`config.mk`:
```
export PLATFORM = sky130hd
export DESIGN_NAME = bus_interval_timer_top
export DESIGN_NICKNAME = d
export VERILOG_FILES = /design/src/rtl/bitmr_pkg.sv /design/src/rtl/bitmr_core.sv /design/src/rtl/bitmr_obuf.sv /design/src/rtl/bus_interval_timer_top.sv
export SDC_FILE = /design/constraint.sdc
export NUM_CORES = 1
export LEC_CHECK = 0
export BUFFER_PORTS_ARGS = -buffer_cell sky130_fd_sc_hd__clkbuf_2
export CAP_MARGIN = 20
export CORE_MARGIN = 5
export CORE_UTILIZATION = 56
export DETAILED_ROUTE_END_ITERATION = 16
export HOLD_SLACK_MARGIN = 0.06
export PLACE_DENSITY = 0.73
export SYNTH_ARGS = -nofsm -noshare
export SYNTH_HDL_FRONTEND = slang
export SYNTH_HIERARCHICAL = 1
export SYNTH_SLANG_ARGS = --single-unit
```
`constraint.sdc`:
```
create_clock -name clk -period 3.6 [get_ports clk]
set_input_delay 0.36 -clock clk [delete_from_list [all_inputs] [get_ports clk]]
set_output_delay 0.36 -clock clk [all_outputs]
set_load 0.05 [all_outputs]
```
`src/rtl/bitmr_pkg.sv`:
```
`default_nettype none
package bitmr_pkg;

  // Command codes carried in a request beat
  localparam logic [1:0] CMD_TICK  = 2'd0;
  localparam logic [1:0] CMD_READ  = 2'd1;
  localparam logic [1:0] CMD_WRITE = 2'd2;

  // Byte map
  localparam int unsigned NUM_BYTES  = 8;
  localparam logic [2:0]  LATCH_BYTE = 3'd3;
  localparam logic [2:0]  MODE_BYTE  = 3'd4;

  typedef struct packed {
    logic [1:0] cmd;
    logic [2:0] addr;
    logic [7:0] wdata;
  } req_t;

  typedef struct packed {
    logic [7:0] rdata;
    logic       timer_irq;
  } rsp_t;

endpackage
`default_nettype wire

```
`src/rtl/bitmr_core.sv`:
```
`default_nettype none
module bitmr_core #(
  parameter int unsigned PERIOD_BITS = 32
) (
  input  wire logic           clk,
  input  wire logic           rst,
  input  wire logic           fire,
  input  bitmr_pkg::req_t     req,
  output bitmr_pkg::rsp_t     result
);
  import bitmr_pkg::*;

  logic [7:0]             regs [NUM_BYTES];
  logic [PERIOD_BITS-1:0] period;
  logic [PERIOD_BITS-1:0] period_next;
  logic [PERIOD_BITS-1:0] elapsed;
  logic [PERIOD_BITS-1:0] elapsed_next;
  logic [PERIOD_BITS-1:0] elapsed_inc;
  logic [31:0]            latch_word;
  logic                   armed;

  assign armed       = (period != '0);
  assign elapsed_inc = elapsed + {{(PERIOD_BITS-1){1'b0}}, 1'b1};
  // Period as it reads once the byte-3 write lands
  assign latch_word  = {req.wdata, regs[2], regs[1], regs[0]};

  // Result and next timer state for the beat being accepted
  always_comb begin
    result       = '0;
    period_next  = period;
    elapsed_next = elapsed;
    case (req.cmd)
      CMD_TICK: begin
        if (armed) begin
          elapsed_next = elapsed_inc;
          if (elapsed_inc >= period) begin
            result.timer_irq = 1'b1;
            elapsed_next     = '0;
            // one-shot mode: drop the period, which disarms
            if (regs[MODE_BYTE] != 8'd0) begin
              period_next = '0;
            end
          end
        end
      end
      CMD_READ: begin
        result.rdata = regs[req.addr];
      end
      CMD_WRITE: begin
        if (req.addr == LATCH_BYTE) begin
          period_next  = latch_word[PERIOD_BITS-1:0];
          elapsed_next = '0;
        end
      end
      default: begin
      end
    endcase
  end

  // Register file and timer state
  always_ff @(posedge clk) begin
    if (rst) begin
      for (int i = 0; i < NUM_BYTES; i++) begin
        regs[i] <= 8'd0;
      end
      period  <= '0;
      elapsed <= '0;
    end else if (fire) begin
      if (req.cmd == CMD_WRITE) begin
        regs[req.addr] <= req.wdata;
      end
      period  <= period_next;
      elapsed <= elapsed_next;
    end
  end

endmodule
`default_nettype wire

```
`src/rtl/bitmr_obuf.sv`:
```
`default_nettype none
module bitmr_obuf (
  input  wire logic       clk,
  input  wire logic       rst,
  input  wire logic       fire,
  input  bitmr_pkg::rsp_t result,
  output logic            busy,
  output logic            rsp_valid,
  input  wire logic       rsp_stall,
  output bitmr_pkg::rsp_t rsp
);
  import bitmr_pkg::*;

  logic skid_valid;
  rsp_t skid;
  logic out_free;

  // Output register can take a beat when empty or being drained now
  assign out_free = !rsp_valid || !rsp_stall;
  assign busy     = skid_valid;

  // Control: output register plus one skid entry
  always_ff @(posedge clk) begin
    if (rst) begin
      rsp_valid  <= 1'b0;
      skid_valid <= 1'b0;
    end else begin
      if (out_free) begin
        rsp_valid  <= skid_valid || fire;
        skid_valid <= skid_valid && fire;
      end else if (fire) begin
        skid_valid <= 1'b1;
      end
    end
  end

  // Payload: skid drains first to keep order
  always_ff @(posedge clk) begin
    if (out_free) begin
      if (skid_valid) begin
        rsp <= skid;
        if (fire) begin
          skid <= result;
        end
      end else if (fire) begin
        rsp <= result;
      end
    end else if (fire) begin
      skid <= result;
    end
  end

endmodule
`default_nettype wire

```
`src/rtl/bus_interval_timer_top.sv`:
```
`default_nettype none
// Interval timer behind eight byte registers. Bytes 0..3 are a little-endian
// period in tick units and byte 4 the mode (zero repeats, nonzero fires once);
// bytes 5..7 are scratch. A write to byte 3 loads the period and restarts the
// count. Every request beat (tick, read or write) yields exactly one response
// beat, with rdata holding the byte on a read and timer_irq set on the tick
// at which the period expires. With no response stall, one beat per cycle
// is sustained: each request is handled in the cycle it is taken, and the
// response goes out through an output register backed by a one-entry skid
// buffer, so a stalled response holds off requests only once it is full.
module bus_interval_timer_top #(
  parameter int unsigned PERIOD_BITS = 32
) (
  input  wire logic       clk,
  input  wire logic       rst,
  input  wire logic       req_valid,
  output logic            req_stall,
  input  bitmr_pkg::req_t req,
  output logic            rsp_valid,
  input  wire logic       rsp_stall,
  output bitmr_pkg::rsp_t rsp
);
  import bitmr_pkg::*;

  logic fire;
  logic busy;
  rsp_t result;

  assign req_stall = busy;
  assign fire      = req_valid && !busy;

  bitmr_core #(
    .PERIOD_BITS(PERIOD_BITS)
  ) u_core (
    .clk    (clk),
    .rst    (rst),
    .fire   (fire),
    .req    (req),
    .result (result)
  );

  bitmr_obuf u_obuf (
    .clk       (clk),
    .rst       (rst),
    .fire      (fire),
    .result    (result),
    .busy      (busy),
    .rsp_valid (rsp_valid),
    .rsp_stall (rsp_stall),
    .rsp       (rsp)
  );

endmodule
`default_nettype wire

```
==> out/qor.yml <==
critical_path:
  rrSetupSlack_ns: -0.08
  r2r-start: "u_core/elapsed[1]"
  end_kind: "flip-flop"
  crit_start: "u_core/elapsed[1]"
  cp.arrival_ns: 4.03
  r2r_end: "u_core/elapsed[22]"
  crit_type: "flip-flop to flip-flop"
  crit_path_end: "u_core/elapsed[22]"
  reg2reg_depth: 18
  cp_max_fo: 6
  timing.critical_path.required_ns: 3.95
  startpoint_type: "flip-flop"
route:
  drt_pass1_iterations: 5
  via_count: 5955
  routedWlPerCell_um: 19.8
  vias_per_cell: 6.05
  routed_wl_um: 19500
  drc: 0
  drt_iter0_drc: 575
  drtAntennaViolNets: 0
power_and_ir_drop:
  p_per_area_nw_per_um2: 431
  leakage_nw: 3.81
  ir_worst_vdd_mv: 0.350
  intPower_mw: 3.02
  total_power_mw: 3.99
  p_sw_uw: 977
  clock_power_share: 0.448
  power_frac_comb: 0.082
  power_frac_seq: 0.469
  switching_share: 0.245
clock_tree:
  clk_pin_slew_ns: 0.06
  tritoncts: "yes"
  insertion_delay_ns: 0.42
  clock_path_buffers: 2
  clock-root-buffer: "clkbuf_16"
  cts-htree-levels: 4
  cts_buffers: 17
  cts_hold_buf: 0
  cts_sinks: 148
grt:
  grt_pass1_wl_um: 29800
  grt_start_max_net_pins: 33
  overflow: 0
  first_global_vias: 5780
  grt_use_total: 0.239
  antenna_found_initial: 0
placed_design:
  placedCellCount: 937
  hpwl_um: 13300
  post_dp_cell_area_um2: 8230
  gp_congestion: 0.826
  port_buffers: 27
logic_synthesis:
  yosys.area.top_type: "edfxtp_1"
  yosysTopAreaCellShare: 0.327
  synthCells: 699
  synth_nets: 749
  synth_edf_count: 82
  yosys_warnings: 6
  avgSynthCellArea_um2: 10.8
  synth_seq_cells: 148
  yosysSeqAreaShare: 0.503
  ys_top_cells_by_area: "edfxtp_1 33%, dfxtp_1 18%, and2_1 5.9%"
  yosysUniqueCellTypes: 52
  synth-async-reset-ratio: 0
  netlist_area_um2: 7530
  ys.flop_type: "edfxtp_1"
job:
  drv_cap: 0
timing:
  rsz0062_at_grt: "yes"
  worst_pin_slew_ns: 0.830
  fin_setup_tns_ns: -2.63
  slew_viol_final: 0
  hold_violations: 0
  setup_slack_ns: -0.0828
  finalClockSkew_ns: 0.00815
  fin_crit_ns: 3.68
  period_share: 1.02
  slew_headroom: 0.446
  finalSetupViolations: 55
  max_freq_mhz: 272
status:
  status: "finished with violations"
  violations: "negative setup slack"
floorplan:
  die_w_um: 126
  io_pins: 28
  core-area_um2: 13200
  rows: 42
  fp.dieH_um: 126
  dieArea_um2: 15900
  initial_core_util: 0.571
final_layout:
  drive_gt1_frac: 0.283
  stdcell_count: 984
  syn2layout_area_growth_pct: 23.0
  layout_commonest_cell: "edfxtp_1"
  final_util: 0.702
  n_fill_cell: 924
  final_cell_mix: "82 x edfxtp_1, 67 x and2_1, 67 x buf_4"
  num_antenna_cells: 0
  layout.nets: 845
  finalInstanceArea_um2: 9260
worst_hold_path:
  min_from: "rsp_stall"
  hold_depth: 3
  hp-class: "input pin to flip-flop"
cells in the mapped netlist (2+ instances only):
cell	n
and4_1	2
or3_1	2
or4_1	2
buf_1	5
mux4_2	8
and2_1	71
a31oi_1	5
a221oi_1	3
a2111oi_0	2
dfxtp_1	66
xnor2_1	18
nand2b_1	8
or2_2	20
mux2_4	8
a22oi_1	2
mux2_2	5
nor4_1	9
a311oi_1	2
buf_6	6
nor2_1	43
nor4_4	2
nor3_1	9
inv_1	38
nand4b_1	3
nand4_1	19
nor2b_1	9
buf_2	4
a22o_1	39
o211ai_1	12
clkbuf_1	14
and3_1	3
o2bb2ai_1	2
o21ai_0	12
o22ai_1	2
nand2_1	48
a21oi_1	30
edfxtp_1	82
nand3_1	24
ha_1	33
mux2i_1	7
o21a_1	2
a21o_1	8
routing by layer:
layer | part of all wire | vias to the layer above | global-route usage
met3 | 0.077 | 44 | 0.0500
met5 | 0 | - | 0
met2 | 0.48 | 257 | 0.379
met4 | 0.026 | 0 | 0.0890
met1 | 0.42 | 2901 | 0.325
li1 | - | 2753 | -
logic make-up (layout without fill, tap and decap cells):
kind of cell	Yosys count	count (layout)	synth area share
flops	148	148	0.503
simple gates	278	278	0.204
compound gates	126	126	0.120
buf+inv	67	176	0.0401
xor+xnor	19	19	0.0221
fa+ha+maj	33	33	0.0548
mux	28	28	0.0567
how the worst min path moves through the flow:
stage                              end  slack (ns)
floorplan             u_obuf/rsp_valid        0.43
global placement    u_core/elapsed[30]        0.46
detailed placement   u_core/period[27]        0.46
CTS                   u_obuf/rsp_valid        0.21
global route          u_obuf/rsp_valid        0.24
finish                u_obuf/rsp_valid        0.23
stage by stage:
stage                     hold slack (ns)  worst slack, ns
final                               0.228          -0.0828
after global routing                0.243           -0.244
after CTS                           0.206          -0.0251
after detailed placement            0.463           -0.210
after global placement              0.461           -0.210
after floorplan                     0.429           0.0471
cell type report:
type | count | area, um^2 | share of cell area
clock buffer | 19 | 475 | 0.0514
clock inverter | 13 | 133 | 0.0143
inverter | 38 | 143 | 0.0154
multi-input combinational | 484 | 3670 | 0.396
sequential | 148 | 3800 | 0.410
tap | 176 | 220 | 0.0238
timing repair buffer | 106 | 818 | 0.0884
worst max-delay path, stage by stage, from the launching register on:
cell and delay, ns:
dfxtp_2 0.35, buf_6 0.10, nand4_1 0.13, buf_4 0.19
nor4_4 0.21, buf_4 0.18, and3_4 0.25, nand4_1 0.12
xnor2_1 0.23, ha_1 0.29, nand4_1 0.17, buf_4 0.14
nor2_1 0.04, a221oi_2 0.33, buf_4 0.17, and4b_2 0.27
buf_4 0.17, a31oi_1 0.09, o2bb2ai_1 0.18
flip-flops by register name (all words and copies together), names as in the netlist:
signal and flops:
u_core/regs 64, u_core/elapsed 32, u_core/period 32, u_obuf/rsp 9, u_obuf/skid 9, u_obuf/busy 1
u_obuf/rsp_valid 1
power by group through the flow:
| stage | logic, mW | registers, mW | clock network (mW) |
|---|---|---|---|
| global route | 0.346 | 1.88 | 1.89 |
| detailed placement | 0.284 | 1.91 | 0 |
| floorplan | 0.160 | 1.93 | 0 |
| CTS | 0.290 | 1.87 | 1.81 |
| finish | 0.329 | 1.87 | 1.79 |
| global placement | 0.278 | 1.91 | 0 |
timing repair:
action | CTS | global route
setup endpoints to repair | 61 | 66
buffers inserted | 5 | 7
gates cloned | 0 | 3
resized for setup | 18 | 43
pin swaps | 11 | 22
Power figures use the tool's default switching activity.
